### src/rtl/tesp_pkg.sv
// ----------------------------------------------------------------------------
// tesp_pkg
// Shared types and constants of the terminal escape sequence parser.
// ----------------------------------------------------------------------------
package tesp_pkg;

  // Byte values the parser keys on
  localparam logic [7:0] ESC_BYTE      = 8'h1b;
  localparam logic [7:0] CSI_OPEN      = 8'h5b;  // '['
  localparam logic [7:0] SS3_OPEN      = 8'h4f;  // 'O'
  localparam logic [7:0] LAST_CTL      = 8'h1f;
  localparam logic [7:0] DEL_BYTE      = 8'h7f;
  localparam logic [7:0] INTER_LO      = 8'h20;
  localparam logic [7:0] INTER_HI      = 8'h2f;
  localparam logic [7:0] DIGIT_LO      = 8'h30;
  localparam logic [7:0] DIGIT_HI      = 8'h39;
  localparam logic [7:0] COLON_BYTE    = 8'h3a;
  localparam logic [7:0] SEMI_BYTE     = 8'h3b;
  localparam logic [7:0] PRIV_LO       = 8'h3c;
  localparam logic [7:0] PRIV_HI       = 8'h3f;
  localparam logic [7:0] FINAL_LO      = 8'h40;
  localparam logic [7:0] FINAL_HI      = 8'h7e;
  localparam logic [7:0] INTER_OFFSET  = 8'h1f;

  localparam logic [15:0] ACC_MAX      = 16'hffff;

  // Result kinds
  localparam logic [1:0] KIND_PLAIN    = 2'd0;
  localparam logic [1:0] KIND_PARAM    = 2'd1;
  localparam logic [1:0] KIND_SEQ      = 2'd2;

  // Entries of the command queue between parser and emitter
  localparam int unsigned QUEUE_DEPTH  = 4;

  typedef enum logic [1:0] {
    CMD_KEY,       // one plain key byte
    CMD_ESC_PAIR,  // escape byte, then the byte in code
    CMD_SEQ        // stored parameters, then the sequence code
  } cmd_kind_t;

  typedef struct packed {
    cmd_kind_t   kind;
    logic [12:0] code;
  } cmd_t;

endpackage

### src/rtl/terminal_escape_sequence_parser_core.sv
// ----------------------------------------------------------------------------
// terminal_escape_sequence_parser_core
// Splits a terminal byte stream into key codes and control sequence results.
// ----------------------------------------------------------------------------
// One byte is taken per clock while in_ready is high. A plain key passes
// through the command queue and then leaves through the output register. A
// byte after escape yields two results, the escape byte and then the byte
// itself. A final byte of a sequence with N parameters yields N+1 results:
// the emitter takes the command, reads each parameter through the registered
// port of the parameter store, then emits the sequence code. The parser runs
// ahead of the emitter through a four-entry command queue; it stalls when
// that queue is full, and in the parameter state while the parameters of the
// previous sequence are still being read from the store.
module terminal_escape_sequence_parser_core import tesp_pkg::*; #(
  parameter int unsigned MAX_PARAMS = 16
) (
  input  logic        clk,
  input  logic        rst,
  input  logic [7:0]  data_byte,
  input  logic        in_valid,
  output logic        in_ready,
  output logic        out_valid,
  input  logic        out_ready,
  output logic [1:0]  item_kind,
  output logic [12:0] key_code,
  output logic [15:0] param_value,
  output logic [3:0]  param_index,
  output logic [4:0]  param_total,
  output logic        last_of_run
);

  localparam int unsigned CNT_W  = $clog2(MAX_PARAMS + 1);
  localparam int unsigned ADDR_W = (MAX_PARAMS > 1) ? $clog2(MAX_PARAMS) : 1;
  localparam int unsigned Q_W    = $bits(cmd_t) + CNT_W;

  logic              q_push, q_pop, q_full, q_empty;
  cmd_t              push_cmd, q_cmd;
  logic [CNT_W-1:0]  push_total, q_total;
  logic [Q_W-1:0]    q_rdata;
  logic              wr_en;
  logic [ADDR_W-1:0] wr_addr;
  logic [15:0]       wr_data;
  logic              seq_done;

  tesp_front #(.MAX_PARAMS(MAX_PARAMS)) u_front (
    .clk        (clk),
    .rst        (rst),
    .data_byte  (data_byte),
    .in_valid   (in_valid),
    .in_ready   (in_ready),
    .q_full     (q_full),
    .push       (q_push),
    .push_cmd   (push_cmd),
    .push_total (push_total),
    .wr_en      (wr_en),
    .wr_addr    (wr_addr),
    .wr_data    (wr_data),
    .seq_done   (seq_done)
  );

  tesp_queue #(.WIDTH(Q_W), .DEPTH(QUEUE_DEPTH)) u_queue (
    .clk   (clk),
    .rst   (rst),
    .push  (q_push),
    .wdata ({push_cmd, push_total}),
    .pop   (q_pop),
    .rdata (q_rdata),
    .full  (q_full),
    .empty (q_empty)
  );

  assign q_cmd   = q_rdata[Q_W-1:CNT_W];
  assign q_total = q_rdata[CNT_W-1:0];

  tesp_back #(.MAX_PARAMS(MAX_PARAMS)) u_back (
    .clk         (clk),
    .rst         (rst),
    .q_empty     (q_empty),
    .q_cmd       (q_cmd),
    .q_total     (q_total),
    .pop         (q_pop),
    .wr_en       (wr_en),
    .wr_addr     (wr_addr),
    .wr_data     (wr_data),
    .seq_done    (seq_done),
    .out_valid   (out_valid),
    .out_ready   (out_ready),
    .item_kind   (item_kind),
    .key_code    (key_code),
    .param_value (param_value),
    .param_index (param_index),
    .param_total (param_total),
    .last_of_run (last_of_run)
  );

  a_no_overflow: assert property (@(posedge clk) disable iff (rst)
    q_push |-> !q_full)
    else $error("command queue overflow");

  a_no_underflow: assert property (@(posedge clk) disable iff (rst)
    q_pop |-> !q_empty)
    else $error("command queue underflow");

  a_plain_clean: assert property (@(posedge clk) disable iff (rst)
    (out_valid && item_kind == KIND_PLAIN) |->
      (param_total == 5'd0 && param_index == 4'd0 && param_value == 16'd0 &&
       key_code[12:8] == 5'd0))
    else $error("plain key carries sequence fields");

  a_param_not_last: assert property (@(posedge clk) disable iff (rst)
    (out_valid && item_kind == KIND_PARAM) |->
      (!last_of_run && param_total != 5'd0 && key_code[12]))
    else $error("parameter result malformed");

endmodule

### src/rtl/tesp_queue.sv
// ----------------------------------------------------------------------------
// tesp_queue
// Small register FIFO that carries parser commands to the emitter.
// ----------------------------------------------------------------------------
module tesp_queue import tesp_pkg::*; #(
  parameter int unsigned WIDTH = 21,
  parameter int unsigned DEPTH = 4
) (
  input  logic             clk,
  input  logic             rst,
  input  logic             push,
  input  logic [WIDTH-1:0] wdata,
  input  logic             pop,
  output logic [WIDTH-1:0] rdata,
  output logic             full,
  output logic             empty
);

  localparam int unsigned PTR_W = (DEPTH > 1) ? $clog2(DEPTH) : 1;
  localparam int unsigned CNT_W = $clog2(DEPTH + 1);

  logic [WIDTH-1:0] slots [DEPTH];
  logic [PTR_W-1:0] wr_ptr;
  logic [PTR_W-1:0] rd_ptr;
  logic [CNT_W-1:0] fill;

  assign full  = (fill == CNT_W'(DEPTH));
  assign empty = (fill == '0);
  assign rdata = slots[rd_ptr];

  always_ff @(posedge clk) begin
    if (push) begin
      slots[wr_ptr] <= wdata;
    end
  end

  always_ff @(posedge clk) begin
    if (rst) begin
      wr_ptr <= '0;
      rd_ptr <= '0;
      fill   <= '0;
    end else begin
      if (push) begin
        wr_ptr <= (wr_ptr == PTR_W'(DEPTH - 1)) ? '0 : wr_ptr + PTR_W'(1);
      end
      if (pop) begin
        rd_ptr <= (rd_ptr == PTR_W'(DEPTH - 1)) ? '0 : rd_ptr + PTR_W'(1);
      end
      if (push && !pop) begin
        fill <= fill + CNT_W'(1);
      end else if (pop && !push) begin
        fill <= fill - CNT_W'(1);
      end
    end
  end

endmodule

### src/rtl/tesp_front.sv
// ----------------------------------------------------------------------------
// tesp_front
// Byte classifier and parse state machine. Collects parameters into the
// emitter's store and queues one command per byte that yields results.
// ----------------------------------------------------------------------------
module tesp_front import tesp_pkg::*; #(
  parameter int unsigned MAX_PARAMS = 16
) (
  input  logic                                   clk,
  input  logic                                   rst,
  input  logic [7:0]                             data_byte,
  input  logic                                   in_valid,
  output logic                                   in_ready,
  input  logic                                   q_full,
  output logic                                   push,
  output cmd_t                                   push_cmd,
  output logic [$clog2(MAX_PARAMS + 1)-1:0]      push_total,
  output logic                                   wr_en,
  output logic [((MAX_PARAMS > 1) ? $clog2(MAX_PARAMS) : 1)-1:0] wr_addr,
  output logic [15:0]                            wr_data,
  input  logic                                   seq_done
);

  localparam int unsigned CNT_W  = $clog2(MAX_PARAMS + 1);
  localparam int unsigned ADDR_W = (MAX_PARAMS > 1) ? $clog2(MAX_PARAMS) : 1;

  typedef enum logic [1:0] {
    M_GROUND,
    M_ESCAPE,
    M_START,
    M_PARAMS
  } mode_t;

  mode_t            mode, mode_next;
  logic [6:0]       marker, marker_next;
  logic [15:0]      acc, acc_next;
  logic [CNT_W-1:0] count, count_next;
  logic             store_busy;

  logic             accept;
  logic             push_req;
  logic             wr_req;
  logic             is_ctl, is_inter, is_digit, is_sep, is_priv, is_final;
  logic [7:0]       priv_diff;
  logic [7:0]       inter_diff;
  logic [19:0]      acc_times_ten;
  logic [15:0]      acc_digit;
  logic             room;

  assign is_ctl   = (data_byte <= LAST_CTL && data_byte != ESC_BYTE) ||
                    (data_byte == DEL_BYTE);
  assign is_inter = (data_byte >= INTER_LO) && (data_byte <= INTER_HI);
  assign is_digit = (data_byte >= DIGIT_LO) && (data_byte <= DIGIT_HI);
  assign is_sep   = (data_byte == COLON_BYTE) || (data_byte == SEMI_BYTE);
  assign is_priv  = (data_byte >= PRIV_LO) && (data_byte <= PRIV_HI);
  assign is_final = (data_byte >= FINAL_LO) && (data_byte <= FINAL_HI);

  assign priv_diff  = data_byte - SEMI_BYTE;
  assign inter_diff = data_byte - INTER_OFFSET;

  // acc * 10 + digit, saturated to 16 bits
  assign acc_times_ten = {1'b0, acc, 3'b000} + {3'b000, acc, 1'b0} +
                         {16'd0, data_byte[3:0]};
  assign acc_digit     = (acc_times_ten[19:16] != 4'd0) ? ACC_MAX : acc_times_ten[15:0];

  assign room = (count < CNT_W'(MAX_PARAMS));

  // Hold off input while the queue is full, and in the parameter state while the previous sequence is still read out
  assign in_ready = !q_full && !(store_busy && mode == M_PARAMS);
  assign accept   = in_valid && in_ready;
  assign push     = accept && push_req;
  assign wr_en    = accept && wr_req;
  assign wr_addr  = count[ADDR_W-1:0];
  assign wr_data  = acc;

  always_comb begin
    mode_next   = mode;
    marker_next = marker;
    acc_next    = acc;
    count_next  = count;
    push_req    = 1'b0;
    wr_req      = 1'b0;
    push_cmd    = '{kind: CMD_KEY, code: {5'd0, data_byte}};
    push_total  = '0;
    case (mode)
      M_GROUND: begin
        if (data_byte == ESC_BYTE) begin
          mode_next = M_ESCAPE;
        end else begin
          push_req = 1'b1;
        end
      end
      M_ESCAPE: begin
        if (data_byte == SS3_OPEN || data_byte == CSI_OPEN) begin
          count_next = '0;
          acc_next   = '0;
          mode_next  = M_START;
        end else begin
          push_req      = 1'b1;
          push_cmd.kind = CMD_ESC_PAIR;
          mode_next     = M_GROUND;
        end
      end
      M_START: begin
        if (data_byte == ESC_BYTE) begin
          mode_next = M_ESCAPE;
        end else if (is_ctl) begin
          mode_next = M_START;
        end else if (is_inter) begin
          marker_next = {3'd0, data_byte[3:0]};
          acc_next    = '0;
          mode_next   = M_PARAMS;
        end else if (is_digit) begin
          marker_next = '0;
          acc_next    = {12'd0, data_byte[3:0]};
          count_next  = '0;
          mode_next   = M_PARAMS;
        end else if (is_priv) begin
          marker_next = {priv_diff[2:0], 4'd0};
          count_next  = '0;
          mode_next   = M_PARAMS;
        end else if (is_final) begin
          // final byte minus 0x40 is its low six bits; no marker here
          count_next = '0;
          push_req   = 1'b1;
          push_cmd   = '{kind: CMD_SEQ, code: {7'b1000000, data_byte[5:0]}};
          mode_next  = M_GROUND;
        end else begin
          mode_next = M_GROUND;
        end
      end
      M_PARAMS: begin
        if (data_byte == ESC_BYTE) begin
          mode_next = M_ESCAPE;
        end else if (is_ctl) begin
          mode_next = M_PARAMS;
        end else if (is_inter) begin
          marker_next = marker | {2'd0, inter_diff[4:0]};
        end else if (is_digit) begin
          acc_next = acc_digit;
        end else if (is_sep) begin
          if (room) begin
            wr_req     = 1'b1;
            count_next = count + CNT_W'(1);
            acc_next   = '0;
          end
        end else if (is_final) begin
          // marker bit 6 lands on bit 12, which is set anyway
          if (room) begin
            wr_req     = 1'b1;
            count_next = count + CNT_W'(1);
            push_req   = 1'b1;
            push_cmd   = '{kind: CMD_SEQ, code: {1'b1, marker[5:0], data_byte[5:0]}};
            push_total = count + CNT_W'(1);
          end
          mode_next = M_GROUND;
        end else begin
          mode_next = M_GROUND;
        end
      end
      default: begin
        mode_next = M_GROUND;
      end
    endcase
  end

  always_ff @(posedge clk) begin
    if (rst) begin
      mode       <= M_GROUND;
      marker     <= '0;
      acc        <= '0;
      count      <= '0;
      store_busy <= 1'b0;
    end else begin
      if (accept) begin
        mode   <= mode_next;
        marker <= marker_next;
        acc    <= acc_next;
        count  <= count_next;
      end
      if (push && push_cmd.kind == CMD_SEQ && push_total != '0) begin
        store_busy <= 1'b1;
      end else if (seq_done) begin
        store_busy <= 1'b0;
      end
    end
  end

endmodule

### src/rtl/tesp_back.sv
// ----------------------------------------------------------------------------
// tesp_back
// Emitter: pops parser commands, reads the parameter store and drives the
// registered result port.
// ----------------------------------------------------------------------------
module tesp_back import tesp_pkg::*; #(
  parameter int unsigned MAX_PARAMS = 16
) (
  input  logic                                   clk,
  input  logic                                   rst,
  input  logic                                   q_empty,
  input  cmd_t                                   q_cmd,
  input  logic [$clog2(MAX_PARAMS + 1)-1:0]      q_total,
  output logic                                   pop,
  input  logic                                   wr_en,
  input  logic [((MAX_PARAMS > 1) ? $clog2(MAX_PARAMS) : 1)-1:0] wr_addr,
  input  logic [15:0]                            wr_data,
  output logic                                   seq_done,
  output logic                                   out_valid,
  input  logic                                   out_ready,
  output logic [1:0]                             item_kind,
  output logic [12:0]                            key_code,
  output logic [15:0]                            param_value,
  output logic [3:0]                             param_index,
  output logic [4:0]                             param_total,
  output logic                                   last_of_run
);

  localparam int unsigned CNT_W  = $clog2(MAX_PARAMS + 1);
  localparam int unsigned ADDR_W = (MAX_PARAMS > 1) ? $clog2(MAX_PARAMS) : 1;

  typedef enum logic [2:0] {
    B_IDLE,
    B_ESC2,
    B_FETCH,
    B_PARAM,
    B_CODE
  } back_state_t;

  back_state_t      st;
  logic [12:0]      cur_code;
  logic [CNT_W-1:0] cur_total;
  logic [ADDR_W-1:0] idx;
  logic [15:0]      store [MAX_PARAMS];
  logic [15:0]      rd_data;
  logic             out_free;
  logic             out_load;
  logic             last_param;
  logic [31:0]      idx_wide;

  assign out_free   = !out_valid || out_ready;
  assign pop        = (st == B_IDLE) && !q_empty && out_free;
  assign seq_done   = (st == B_CODE) && out_free;
  assign last_param = (CNT_W'(idx) + CNT_W'(1)) == cur_total;
  assign idx_wide   = 32'(idx);

  // a new result enters the output register this cycle
  assign out_load = (pop && (q_cmd.kind == CMD_KEY || q_cmd.kind == CMD_ESC_PAIR ||
                             (q_cmd.kind == CMD_SEQ && q_total == '0))) ||
                    (out_free && (st == B_ESC2 || st == B_PARAM || st == B_CODE));

  always_ff @(posedge clk) begin
    if (wr_en) begin
      store[wr_addr] <= wr_data;
    end
    rd_data <= store[idx];
  end

  always_ff @(posedge clk) begin
    if (rst) begin
      st        <= B_IDLE;
      out_valid <= 1'b0;
      idx       <= '0;
    end else begin
      if (out_load) begin
        out_valid <= 1'b1;
      end else if (out_ready) begin
        out_valid <= 1'b0;
      end
      case (st)
        B_IDLE: begin
          if (pop) begin
            cur_code  <= q_cmd.code;
            cur_total <= q_total;
            idx       <= '0;
            case (q_cmd.kind)
              CMD_KEY: begin
                item_kind   <= KIND_PLAIN;
                key_code    <= q_cmd.code;
                param_value <= '0;
                param_index <= '0;
                param_total <= '0;
                last_of_run <= 1'b1;
              end
              CMD_ESC_PAIR: begin
                item_kind   <= KIND_PLAIN;
                key_code    <= {5'd0, ESC_BYTE};
                param_value <= '0;
                param_index <= '0;
                param_total <= '0;
                last_of_run <= 1'b0;
                st          <= B_ESC2;
              end
              CMD_SEQ: begin
                if (q_total == '0) begin
                  item_kind   <= KIND_SEQ;
                  key_code    <= q_cmd.code;
                  param_value <= '0;
                  param_index <= '0;
                  param_total <= '0;
                  last_of_run <= 1'b1;
                end else begin
                  st <= B_FETCH;
                end
              end
              default: begin
                st <= B_IDLE;
              end
            endcase
          end
        end
        B_ESC2: begin
          if (out_free) begin
            item_kind   <= KIND_PLAIN;
            key_code    <= cur_code;
            last_of_run <= 1'b1;
            st          <= B_IDLE;
          end
        end
        B_FETCH: begin
          // store read for idx lands in rd_data at this edge
          st <= B_PARAM;
        end
        B_PARAM: begin
          if (out_free) begin
            item_kind   <= KIND_PARAM;
            key_code    <= cur_code;
            param_value <= rd_data;
            param_index <= idx_wide[3:0];
            param_total <= 5'(cur_total);
            last_of_run <= 1'b0;
            if (last_param) begin
              st <= B_CODE;
            end else begin
              idx <= idx + ADDR_W'(1);
              st  <= B_FETCH;
            end
          end
        end
        B_CODE: begin
          if (out_free) begin
            item_kind   <= KIND_SEQ;
            key_code    <= cur_code;
            param_value <= '0;
            param_index <= '0;
            param_total <= 5'(cur_total);
            last_of_run <= 1'b1;
            st          <= B_IDLE;
          end
        end
        default: begin
          st <= B_IDLE;
        end
      endcase
    end
  end

endmodule

### config.mk
export PLATFORM = sky130hd
export DESIGN_NAME = terminal_escape_sequence_parser_core
export DESIGN_NICKNAME = d
export VERILOG_FILES = /design/src/rtl/tesp_pkg.sv /design/src/rtl/terminal_escape_sequence_parser_core.sv /design/src/rtl/tesp_queue.sv /design/src/rtl/tesp_front.sv /design/src/rtl/tesp_back.sv
export SDC_FILE = /design/constraint.sdc
export NUM_CORES = 1
export LEC_CHECK = 0
export BUFFER_PORTS_ARGS = -buffer_cell sky130_fd_sc_hd__buf_2
export CAP_MARGIN = 20
export CORE_MARGIN = 4
export CORE_UTILIZATION = 40
export DETAILED_ROUTE_END_ITERATION = 8
export PLACE_DENSITY = 0.51
export SKIP_LAST_GASP = 1
export SYNTH_ARGS = -nofsm -noshare
export SYNTH_HDL_FRONTEND = slang
export SYNTH_HIERARCHICAL = 1
export SYNTH_SLANG_ARGS = --single-unit
export TNS_END_PERCENT = 5
### constraint.sdc
create_clock -name clk -period 10.3 [get_ports clk]
set_input_delay 1.03 -clock clk [delete_from_list [all_inputs] [get_ports clk]]
set_output_delay 1.03 -clock clk [all_outputs]
set_load 0.005 [all_outputs]
# After elaboration in Yosys (flattened, before gate mapping)
# Memories as Yosys holds them, arrays and structs flattened. A register that Yosys moved wholly into a read port is not among the register bits.
# Cells that the tools add are included.
# classes
order_cmp	10
n_shift	0
n_bitwise	2
n_addsub	11
n_eq_ne	53
div	0
n_reduce_logical	69
n_mul	0
muxes	156
# ops
cell	count
16-bit 2-to-1 mux	16
15-bit 2-to-1 mux	13
5-bit 2-to-1 mux	25
16-bit one-hot mux with 3 select lines	2
7-bit 2-to-1 mux	8
13-bit one-hot mux with 2 select lines	2
2-bit 2-to-1 mux	21
13-bit 2-to-1 mux	3
13-bit one-hot mux with 3 select lines	1
1-bit 2-to-1 mux	34
16-bit one-hot mux with 2 select lines	1
4-bit 2-to-1 mux	7
8-bit by 7-bit == test with 1-bit output, second input constant	3
8-bit by 6-bit greater-or-equal comparator with 1-bit output, second input constant	3
8-bit by 6-bit less-or-equal comparator with 1-bit output, second input constant	3
3-bit 2-to-1 mux	7
19-bit by 17-bit adder with 20-bit output	1
20-bit by 4-bit adder with 20-bit output	1
1-bit logical AND	20
2-bit by 1-bit != test with 1-bit output, second input constant	10
5-bit one-hot mux with 2 select lines	2
2-bit != test, second input constant	9
8-bit by 6-bit == test with 1-bit output, second input constant	2
2-bit one-hot mux with 4 select lines	2
other kinds (56)	105
# totals
elab_cells	322
latch_bits	0
mem_count	2
reg_bits	105
mem_bits_ro	0
input_bits	12
mem_bits_rw	336
out_inout_bits	43
# memory_table
memory	depth	word_bits	rd	rd_ports_with_merged_regs	wr	line	source
u_back.store	16	16	1	1	1	tesp_back.sv:44	logic [15:0] store [MAX_PARAMS];
u_queue.slots	4	20	1	1	1	tesp_queue.sv:22	logic [WIDTH-1:0] slots [DEPTH];

# Depth between registers and ports, before layout
# Gate-level depths: netlist (run 1).
# logic_depth
depth_word	14
ltp_mapped	15
ltp_nobuf	15

# Hierarchy
# Netlist (run 1), hierarchy kept.
# by_module_without_submodules
module	area_per_inst_um2	cells_per_inst	seq_area_each_um2	n_inst
tesp_back	12909.9	626	9939.5	1
tesp_queue	3325.7	148	2582.5	1
tesp_front	3072.9	374	600.6	1

# Least setup slack after synthesis (run 1)
# No wires, ideal clock.
# synth_path
path_kind	input -> register
start	input port data_byte[4]
end	memory u_back.store[0][0] (enable)
setup_ns	0.409
arrival_ns	3.958
path_stages	7
path_buffers	1
slack_ns	5.933
required_ns	9.891
cell_sequence	buf_4 -> and3_4 -> a211o_1 -> a2bb2oi_1 -> nor4b_1 -> or3b_2 -> nor3_1
# synth_via
elab_chain_len	12
elab_cells_between_ends	28
cone_classes	order compare: 7; eq/ne: 5; mux: 9; reduce/logical: 7
# synth_rtl
item	line	source
from (decl)	terminal_escape_sequence_parser_core.sv:19	input logic [7:0] data_byte,
8-bit by 7-bit greater-or-equal comparator with 1-bit output or 8-bit by 7-bit less-or-equal comparator with 1-bit output (tied branches)	tesp_front.sv:56	assign is_final = (data_byte >= FINAL_LO) && (data_byte <= FINAL_HI);
1-bit logical AND	tesp_front.sv:56	
1-bit 2-to-1 mux	tesp_front.sv:147	end else if (is_final) begin
1-bit 2-to-1 mux	tesp_front.sv:141	end else if (is_sep) begin
1-bit 2-to-1 mux	tesp_front.sv:139	end else if (is_digit) begin
1-bit 2-to-1 mux	tesp_front.sv:137	end else if (is_inter) begin
1-bit 2-to-1 mux	tesp_front.sv:135	end else if (is_ctl) begin
1-bit 2-to-1 mux (*)	tesp_front.sv:133	if (data_byte == ESC_BYTE) begin
1-bit 2-to-1 mux (*)	tesp_front.sv:85	case (mode)
1-bit logical AND (*)	tesp_front.sv:72	assign wr_en = accept && wr_req;
named net wr_en	terminal_escape_sequence_parser_core.sv:40	logic wr_en;
1-bit 2-to-1 mux (*)	tesp_back.sv:63	if (wr_en) begin
1-bit 2-to-1 mux (not written as such) (*)	tesp_back.sv:64	store[wr_addr] <= wr_data;
to (decl)	tesp_back.sv:44	
# Mark *: on every way through the listed nets, which the timed path passes. The rest lies on a longest branch.

# Final worst setup path (run 1)
# layout_path
start	input port data_byte[0]
end	register u_queue.fill[2]
# layout_via
elab_chain_len	13
elab_cells_between_ends	45
cone_classes	order compare: 9; eq/ne: 7; mux: 16; reduce/logical: 13
# layout_rtl
item	line	source
8-bit by 7-bit greater-or-equal comparator with 1-bit output or 8-bit by 7-bit less-or-equal comparator with 1-bit output (tied branches)	tesp_front.sv:56	
1-bit logical AND	tesp_front.sv:56	
1-bit 2-to-1 mux, on equally long branches	tesp_front.sv:147, tesp_front.sv:122	
1-bit 2-to-1 mux, on equally long branches	tesp_front.sv:141, tesp_front.sv:118	
1-bit 2-to-1 mux, on equally long branches	tesp_front.sv:139, tesp_front.sv:113	
1-bit 2-to-1 mux, on equally long branches	tesp_front.sv:137, tesp_front.sv:109	
1-bit 2-to-1 mux, on equally long branches	tesp_front.sv:135, tesp_front.sv:107	
1-bit 2-to-1 mux, on equally long branches	tesp_front.sv:133, tesp_front.sv:105	
1-bit one-hot mux with 4 select lines (*)	tesp_front.sv:85	
1-bit logical AND (*)	tesp_front.sv:71	assign push = accept && push_req;
named net q_push	terminal_escape_sequence_parser_core.sv:36	logic q_push, q_pop, q_full, q_empty;
1-bit logical NOT	tesp_queue.sv:51	end else if (pop && !push) begin
1-bit logical AND	tesp_queue.sv:51	
2-bit nonzero test (no source line)	--	
to (signal assigned)	tesp_queue.sv:50	fill <= fill + CNT_W'(1);
to (signal assigned)	tesp_queue.sv:52	fill <= fill - CNT_W'(1);
to (decl)	tesp_queue.sv:25	logic [CNT_W-1:0] fill;
# Marked as above.
# A chain may end at the register's enable or synchronous reset.

==> metrics.yaml, run 1 <==
ys_seq_elements: 458
cp-start-kind: "input port"
seq_area_um2: 13130
rows: 80
grt_usage_pct: 15.81
tns_ns: 0
die_x_um: 227.7
finalCriticalPeriod_ns: 4.176
arrival_ns: 4.65
whs_ns: 0.4729
slew_viol_final: 0
die_h_um: 227.7
dr.pass1.iters: 4
final_cell_mix: "395 x edfxtp_1, 94 x mux4_2, 61 x dfxtp_1"
rsz0062_at_grt: "no"
grt_max_degree: 67
clock_latency_ns: 0.56
clockBufferDepth: 3
path_class: "input port to register"
gr-total-overflow: 0
drt-total-wl_um: 41030
ys.warnings.count: 6
ios: 55
hold_viol: 0
syn_nets: 1208
min_path_type: "register to register"
fin_util_pct: 45.63
area_delta_synth_final_pct: 12.84
path_clk_slew_ns: 0.06
layout.nets: 1273
cts_max_level: 2
initial_core_util_pct: 40.44
ys.flop_type: "edfxtp_1"
end_kind: "register"
ir_drop_v: 0.0001179
io_buffers: 54
drive_gt1_share_pct: 21.82
clock-root-buffer: "clkbuf_16"
mostFrequentLayoutCell: "edfxtp_1"
status: "finished, final reports clean"
worst_slew_pin_slew_ns: 1.053
avgSynthCellArea_um2: 16.82
cts_resized: 0
syn-cell-area_um2: 19310
async_flop_share_pct: 0
total_power_mw: 4.409
cts_tree: "yes"
fp.dieArea_um2: 51850
vias: 10080
vias_per_cell: 5.400
place_congestion: 0.7891
syn_inst: 1148
nFillCells: 4153
antenna_cells: 0
power.density_nw_per_um2: 202.3
core_area_um2: 47750
wl_per_cell_um: 21.99
ys_types: 78
cap_viol_max_count: 0
dp_hpwl_um: 26670
clock-sinks: 458
critical_path_required_ns: 10.78
path_max_fanout: 12
maxSlewHeadroom_pct: 29.81
antenna_found_initial: 2
leakagePower_nw: 7.426
synth_edf_count: 395
layout.cells.non_filler: 1866
cts-buffers-inserted: 48
drc: 0
grt_pass1_wl_um: 64290
placed_cells: 1776
fmax_ghz: 0.2394
setup_viol: 0
ys_seq_area_share_pct: 67.96
post-route-period-util_pct: 40.55
postCtsSetupRepairBufs: 0
holdBufCountCts: 0
multiInputGateArea_um2: 5798
grt_pass1_vias: 10470
finalClockSkew_ns: 0.01452
detail-route-antenna-nets: 0
drt_iter0_drc: 812
[worst max-delay path, cell delays in order]
cell      delay, ns
buf_2          0.22
inv_1          0.12
ha_1           0.23
nor2_1         0.18
a21oi_1        0.09
o21ai_0        0.29
nand2b_1       0.16
or3_1          0.44
o31ai_1        0.19
o21a_1         0.42
ha_1           0.25
inv_1          0.06
fa_1           0.37
xor2_1         0.15
or3_1          0.31
a21oi_1        0.15
[state kept, by name, summed over array words and instances, names as in the netlist, 2 cells and up, named ones only]
| name | flops |
|---|---|
| u_queue/slots | 80 |
| u_back/idx | 4 |
| u_back/item_kind | 2 |
| u_front/count | 5 |
| u_back/cur_code | 13 |
| u_front/marker | 6 |
| u_queue/wr_ptr | 2 |
| u_back/param_total | 5 |
| u_front/wr_data | 16 |
| u_back/key_code | 13 |
| u_back/st | 3 |
| u_back/cur_total | 5 |
| u_queue/fill | 3 |
| u_back/rd_data | 16 |
| u_back/param_index | 4 |
| u_queue/rd_ptr | 2 |
| u_front/mode | 2 |
| u_back/param_value | 16 |
| u_back/store | 256 |
[metal layers]
layer	up-vias	share of wire [%]	wire length [um]	GRT usage [%]
met3	33	4.0	1659	2.383
met4	0	1.2	480	3.407
met1	5186	50	20600	24.54
met2	177	45	18290	23.81
met5	-	0	0	0
li1	4681	-	-	-
[cells in the mapped netlist, types with 9 or more instances]
master      n  area share [%]
mux4_2     94              11
nor3_1     20            0.52
nand2_1    55             1.1
buf_2      16            0.41
xor2_1      9            0.41
nor2b_1    11            0.36
ha_1       45             2.9
a221o_1    12            0.62
xnor2_1    16            0.73
clkbuf_1   18            0.35
nor2_1     59             1.1
a21oi_1    41             1.1
dfxtp_1    63             6.5
inv_1      27            0.52
o21ai_0    21            0.54
nand3_1    25            0.65
and2_1     32             1.0
nand2b_1   19            0.62
o21a_1      9            0.35
buf_4      12            0.47
edfxtp_1  395              61
[through the flow]
stage,cell area (um2),setup WS [ns]
final,21790,6.124
after global routing,21790,5.876
after CTS,21730,6.151
after detailed placement,20250,5.556
after global placement,20170,5.691
after floorplan,19310,5.933
[worst paths after layout]
check        depth (start not counted)                              to                            from  slack (ns)
max                                 16    u_queue/fill[2]$_SDFFE_PP0P_                    data_byte[0]        6.12
min                                  2  u_front/marker[5]$_SDFFE_PP0P_  u_front/marker[5]$_SDFFE_PP0P_        0.47
max reg2reg                         12    u_queue/fill[2]$_SDFFE_PP0P_    u_front/mode[0]$_SDFFE_PP0P_        6.23
min reg2reg                          2  u_front/marker[5]$_SDFFE_PP0P_  u_front/marker[5]$_SDFFE_PP0P_        0.47
[cells by family (layout without fill, tap and decap cells)]
family,count (synthesis),after routing,share of synthesized area (%)
multiplexers,108,108,12.20
AO/OA/AOI/OAI,153,153,5.651
buffers and inverters,85,188,2.300
adder cells (fa/ha/maj),48,48,3.227
flip-flops,458,458,67.96
XOR/XNOR,25,25,1.134
AND/OR/NAND/NOR,271,271,7.530
[power by group]
part | total [mW] | internal, mW | switching (mW) | leakage [nW]
clock | 1.63 | 0.960 | 0.673 | 0.720
combinational | 0.542 | 0.221 | 0.322 | 2.34
sequential | 2.23 | 2.18 | 0.0526 | 4.37
total | 4.41 | 3.36 | 1.05 | 7.43
[area by class of cell]
class	instances	share of cell area (%)
multi-input cells	605	26.61
flip-flops and latches	458	60.25
clock inverters	17	0.7350
repair buffers	73	2.354
inverters	27	0.4651
clock buffers	71	6.053
well taps	615	3.532
No activity file was read; power rests on OpenSTA's default activity.
==> run 2, diff against run 1 <==
--- a/config.mk
+++ b/config.mk
@@ -10,7 +10,7 @@
 export CORE_MARGIN = 4
 export CORE_UTILIZATION = 40
 export DETAILED_ROUTE_END_ITERATION = 8
-export PLACE_DENSITY = 0.51
+export PLACE_DENSITY = 0.53
 export SKIP_LAST_GASP = 1
 export SYNTH_ARGS = -nofsm -noshare
 export SYNTH_HDL_FRONTEND = slang
==> constraint.sdc (replaced) <==
create_clock -name clk -period 3.6 [get_ports clk]
set_input_delay 0.36 -clock clk [delete_from_list [all_inputs] [get_ports clk]]
set_output_delay 0.36 -clock clk [all_outputs]
set_load 0.005 [all_outputs]
==> run 2 against run 1 <==
Utilization increased by 1.1 points. Sequential power increased to 2.9 times the previous value. Flip-flop and latch count unchanged. Clock-buffer cell count decreased by 11. Cell area increased by 2.5%. Worst hold slack got worse by 0.34 ns. Highest routed layer is now met5. Clock power increased to 3.0 times the previous value. Sequential share of layout area decreased by 1.4 points. Critical path depth decreased by 5. Power increased to 2.9 times the previous value. Via count increased by 3.8%.
==> metrics.yaml, run 2 (synthesized netlist as in run 1, its figures left out) <==
seq_area_um2: 13130  # unchanged
critical_path_required_ns: 4.11  # -6.67 ns
ios: 55  # unchanged
cp-start-kind: "register"
io_buffers: 54  # unchanged
path_clk_slew_ns: 0.06  # about the same
clock-sinks: 458  # unchanged
drc: 0  # unchanged
dr.pass1.iters: 5  # +1
cts_resized: 0  # unchanged
drive_gt1_share_pct: 26.34  # +4.5 points
cp_top_family: "compound AO/OA/AOI/OAI gates"
place_congestion: 0.8402  # +6.5%
wl_met3_um: 1702  # +2.6%
die_x_um: 227.7  # unchanged
crit_buf_inv: 1  # -2
fin_util_pct: 46.76  # +1.1 points
cts_tree: "yes"
wl_met2_um: 19500  # +6.6%
crit_chain: "inv_1, fa_1, fa_1, nand2b_1, a21oi_1, o21ai_0, o21ai_1, a221oi_1, mux2i_1, a21oi_2, a221o_1"
grt_max_degree: 40  # -40%
largest_reg_flops: 256  # unchanged
post-route-period-util_pct: 90.75
vias_per_cell: 5.433  # +0.61%
vias: 10460  # +3.8%
die_h_um: 227.7  # unchanged
total_power_mw: 12.79  # +190%
leakagePower_nw: 7.686  # +3.5%
switching_share_pct: 23.97  # +0.22 points
regMostFlops: "u_back/store"
holdBufCountCts: 0  # unchanged
placed_cells: 1838  # +3.5%
met1Wirelength_um: 19930  # -3.2%
clock_latency_ns: 0.57  # about the same
cts-buffers-inserted: 47  # -2.1%
rsz0062_at_grt: "no"
clock-root-buffer: "clkbuf_16"
seqPwrFrac_pct: 50.2  # -0.4 points
nFillCells: 4075  # -1.9%
arrival_ns: 3.78  # -0.87 ns
power.density_nw_per_um2: 572.9  # +180%
drt-total-wl_um: 41990  # +2.3%
clockPowerShare_pct: 37.7  # +0.7 points
grt_pass1_vias: 10610  # +1.3%
cp_slowest_cell: "fa_1"
drt_iter0_drc: 763  # -6.0%
crit_top_cell: "fa_1"
postCtsSetupRepairBufs: 0  # unchanged
end_kind: "register"
tns_ns: 0  # unchanged
rows: 80  # unchanged
path_class: "register to register"
cp_slowest_stage_delay_ns: 0.51  # +0.07 ns
status: "finished, final reports clean"
multiInputGateArea_um2: 5798  # unchanged
mostFrequentLayoutCell: "edfxtp_1"
finalClockSkew_ns: 0.02001  # +0.005490 ns
fp.dieArea_um2: 51850  # unchanged
path_max_fanout: 12  # unchanged
whs_ns: 0.1329  # -0.3400 ns
finalCriticalPeriod_ns: 3.267
power_switching_mw: 3.066  # +190%
reg_top3: "u_back/store x256, u_queue/slots x80"
grt_pass1_wl_um: 64580  # +0.45%
hold_viol: 0  # unchanged
detail-route-antenna-nets: 0  # unchanged
final_cell_mix: "395 x edfxtp_1, 94 x mux4_2, 69 x buf_4"
wl_per_cell_um: 21.80  # -0.84%
area_delta_synth_final_pct: 15.62
ir_drop_v: 0.0003351  # +180%
combPwrFrac_pct: 12.1  # -0.2 points
layout.cells.non_filler: 1926  # +3.2%
maxSlewHeadroom_pct: 38.59  # +8.8 points
cts_max_level: 2  # unchanged
dp_hpwl_um: 27160  # +1.9%
fmax_ghz: 0.3061
top_layer: "met5"
worst_slew_pin_slew_ns: 0.9178  # -0.1351 ns
internal_power_mw: 9.724  # +190%
clockBufferDepth: 3  # unchanged
core_area_um2: 47750  # unchanged
setup_viol: 0  # unchanged
gr-total-overflow: 0  # unchanged
cap_viol_max_count: 0  # unchanged
slew_viol_final: 0  # unchanged
initial_core_util_pct: 40.44  # unchanged
layout.nets: 1332  # +4.6%
min_path_type: "input port to register"
antenna_found_initial: 2  # unchanged
grt_usage_pct: 15.95  # +0.14 points
[run 2: changes by cell type in the layout (fill, tap and decap cells not counted), moves of 2 or more]
cell	before	now
inv_6	2	0
clkinv_2	6	12
buf_16	5	0
bufinv_16	3	5
buf_4	14	69
buf_12	0	10
clkinv_8	0	2
clkbuf_16	49	47
clkinvlp_4	0	4
clkinv_1	6	3
clkbuf_1	21	11
[run 2: area by class of cell]
type                            count  area share (%)
Antenna cell                        1         0.01121
Clock buffer                       60           5.576
Clock inverter                     27           1.311
Inverter                           27          0.4540
Multi-Input combinational cell    605           25.97
Sequential cell                   458           58.80
Tap cell                          615           3.447
Timing Repair Buffer              133           4.427
[run 2: through the flow]
stage / instance area, um2 / worst slack (ns)
CTS: 22320 / 0.3002
detailed placement: 20780 / 0.1250
floorplan: 19310 / 0.1987
global route: 22330 / 0.01550
finish: 22330 / 0.3331
global placement: 20780 / 0.1608
[run 2: power by group through the flow]
stage	Combinational (mW)	Sequential (mW)	Clock [mW]
after floorplan	0.972	6.49	0
after global placement	1.56	6.53	0
after detailed placement	1.57	6.54	0
after CTS	1.58	6.43	4.95
after global routing	1.72	6.46	5.16
final	1.55	6.42	4.83
[run 2: path summary, 6_finish.rpt]
check / startpoint / endpoint / slack [ns] / depth (start not counted)
max: u_front/wr_data[0]$_SDFFE_PP0P_ / u_front/wr_data[13]$_SDFFE_PP0P_ / 0.33 / 11
min: data_byte[5] / u_queue/slots[3][10]$_DFFE_PP_ / 0.13 / 1
min reg2reg: u_front/marker[5]$_SDFFE_PP0P_ / u_front/marker[5]$_SDFFE_PP0P_ / 0.47 / 2
max reg2reg: u_front/wr_data[0]$_SDFFE_PP0P_ / u_front/wr_data[13]$_SDFFE_PP0P_ / 0.33 / 11
[run 2: worst register-to-register path: cells and delay by family, from the launching register on]
family | cells | cell delay (ns)
compound gates | 6 | 1.42
fa+ha+maj | 2 | 0.99
buf+inv | 1 | 0.07
flops | 1 | 0.38
mux | 1 | 0.17
simple gates | 1 | 0.18
[run 2: layer usage]
layer,GRT usage [%],up-vias
li1,-,4787
met1,23.49,5393
met3,2.495,62
met4,4.038,2
met5,0,-
met2,25.11,220
==> run 3, diff against run 2 <==
--- a/config.mk
+++ b/config.mk
@@ -8,9 +8,9 @@
 export BUFFER_PORTS_ARGS = -buffer_cell sky130_fd_sc_hd__buf_2
 export CAP_MARGIN = 20
 export CORE_MARGIN = 4
-export CORE_UTILIZATION = 40
+export CORE_UTILIZATION = 56
 export DETAILED_ROUTE_END_ITERATION = 8
-export PLACE_DENSITY = 0.53
+export PLACE_DENSITY = 0.72
 export SKIP_LAST_GASP = 1
 export SYNTH_ARGS = -nofsm -noshare
 export SYNTH_HDL_FRONTEND = slang
==> run 3 against run 2 <==
Clock power hardly changed. Global-route usage is 5.2 points higher. Largest cell class unchanged. Largest power group unchanged. Cell area is 1.3% lower. Non-clock buffer count is 8 lower. Highest routed layer is now met4.
==> metrics.yaml, run 3 (synthesized netlist as in run 1, its figures left out) <==
status: "finished, final reports clean"
cts_tree: "yes"
clock_latency_ns: 0.56  # about the same
fp.dieArea_um2: 37510  # -28%
tns_ns: 0  # unchanged
postCtsSetupRepairBufs: 0  # unchanged
total_power_mw: 12.72  # -0.58%
cap_viol_max_count: 0  # unchanged
drive_gt1_share_pct: 24.87  # -1.5 points
finalCriticalPeriod_ns: 3.234  # -0.03334 ns
die_x_um: 193.7  # -15%
crit_chain: "mux4_2, or4_1, o21ai_0, o211ai_1, a21oi_1, o21a_1, buf_4"
min_path_type: "input port to register"
slew_viol_final: 0  # unchanged
clock-sinks: 458  # unchanged
cp_top_family: "compound AO/OA/AOI/OAI gates"
clockBufferDepth: 3  # unchanged
setup_viol: 0  # unchanged
critical_path_required_ns: 3.83  # -0.28 ns
hold_viol: 0  # unchanged
gr-total-overflow: 0  # unchanged
arrival_ns: 3.47  # -0.31 ns
drt-total-wl_um: 39800  # -5.2%
end_kind: "register"
reg_top3: "u_back/store x256, u_queue/slots x80"
detail-route-antenna-nets: 0  # unchanged
mostFrequentLayoutCell: "edfxtp_1"
ios: 55  # unchanged
cts_max_level: 2  # unchanged
maxSlewHeadroom_pct: 49.08  # +10 points
layout.nets: 1323  # -0.68%
clock-root-buffer: "clkbuf_16"
path_class: "register to register"
post-route-period-util_pct: 89.82  # -0.93 points
holdBufCountCts: 0  # unchanged
grt_pass1_wl_um: 62160  # -3.7%
grt_max_degree: 46  # +15%
largest_reg_flops: 256  # unchanged
leakagePower_nw: 7.662  # -0.31%
grt_pass1_vias: 10650  # +0.37%
crit_buf_inv: 1  # unchanged
cts-buffers-inserted: 46  # -2.1%
drt_iter0_drc: 986  # +29%
dr.pass1.iters: 5  # unchanged
antenna_cells: 0  # -1
rows: 67  # -16%
dp_hpwl_um: 24040  # -11%
final_cell_mix: "395 x edfxtp_1, 94 x mux4_2, 61 x buf_4, 61 x dfxtp_1, 59 x nor2_1"
antenna_found_initial: 0  # -2
area_delta_synth_final_pct: 14.11
finalClockSkew_ns: 0.01205  # -0.007957 ns
cp_slowest_cell: "mux4_2"
cp_slowest_stage_delay_ns: 0.55  # +0.04 ns
placed_cells: 1662  # -9.6%
io_buffers: 54  # unchanged
cp-start-kind: "register"
fmax_ghz: 0.3093  # +1.0%
core_area_um2: 33780  # -29%
wl_per_cell_um: 22.78  # +4.5%
die_h_um: 193.7  # -15%
power.density_nw_per_um2: 577.1  # +0.73%
ir_drop_v: 0.0003466  # +3.4%
regMostFlops: "u_back/store"
initial_core_util_pct: 57.15  # +17 points
rsz0062_at_grt: "no"
drc: 0  # unchanged
path_max_fanout: 20  # +8
layout.cells.non_filler: 1747  # -9.3%
vias: 10700  # +2.3%
path_clk_slew_ns: 0.06  # about the same
place_congestion: 0.8931  # +6.3%
vias_per_cell: 6.127  # +13%
grt_usage_pct: 21.15  # +5.2 points
worst_slew_pin_slew_ns: 0.7628  # -0.1551 ns
==> run 3: cell count changes in the layout (fill, tap and decap cells not counted), sizes merged <==
cell      before  now
diode          1    0
inv           27   29
clkinvlp       4    0
buf          133  125
clkinv        18   17
==> run 3: layout make-up <==
type | instances | area (um2)
fill | 2194 | 11750
clock buffer | 60 | 1275
clock inverter | 24 | 271.5
sequential | 458 | 13130
inverter | 27 | 101.3
timing repair buffer | 125 | 928.4
tap | 448 | 560.5
multi-input combinational | 605 | 5769
==> run 3: repair_timing <==
item | CTS | global route
resized for setup | 0 | 1
endpoints found under the hold margin | 0 | 0
endpoints found under the setup margin | 0 | 13
==> run 3: per-stage QoR <==
step / hold WS (ns) / util (%) / setup WS (ns) / instance area, um2
after detailed placement: 0.4438 / 60.62 / 0.1132 / 20480
after CTS: 0.09988 / 65.19 / 0.2129 / 22020
final: 0.1331 / 65.22 / 0.3664 / 22030
after global routing: 0.1234 / 65.22 / 0.1089 / 22030
after floorplan: 0.4273 / - / 0.1987 / 19310
after global placement: 0.4432 / 60.62 / 0.1666 / 20480
==> run 3: final timing paths <==
check | from | endpoint | slack [ns] | cells past startpoint
setup reg to reg | register | u_back/param_value[10]$_SDFFCE_PP0P_ | 0.37 | 7
hold reg to reg | u_front/marker[5]$_SDFFE_PP0P_ | u_front/marker[5]$_SDFFE_PP0P_ | 0.46 | 2
hold / removal | data_byte[5] | u_queue/slots[3][10]$_DFFE_PP_ | 0.13 | 1
setup / recovery | register | u_back/param_value[10]$_SDFFCE_PP0P_ | 0.37 | 7
==> run 3: power by group <==
| group | leakage (nW) | switching (mW) | internal (mW) | total [mW] |
|---|---|---|---|---|
| Combinational | 2.60 | 0.863 | 0.649 | 1.51 |
| Sequential | 4.30 | 0.164 | 6.23 | 6.40 |
| Clock | 0.763 | 1.94 | 2.86 | 4.81 |
| Total | 7.66 | 2.97 | 9.75 | 12.7 |
==> run 3: routing by layer <==
layer,share of wire (%),track usage [%],wire (um),vias up
met1,43,30.94,16920,5427
met2,47,32.75,18660,440
met5,0,0,0,-
met3,8.6,5.282,3424,70
li1,-,-,-,4766
met4,2.0,5.009,794,0
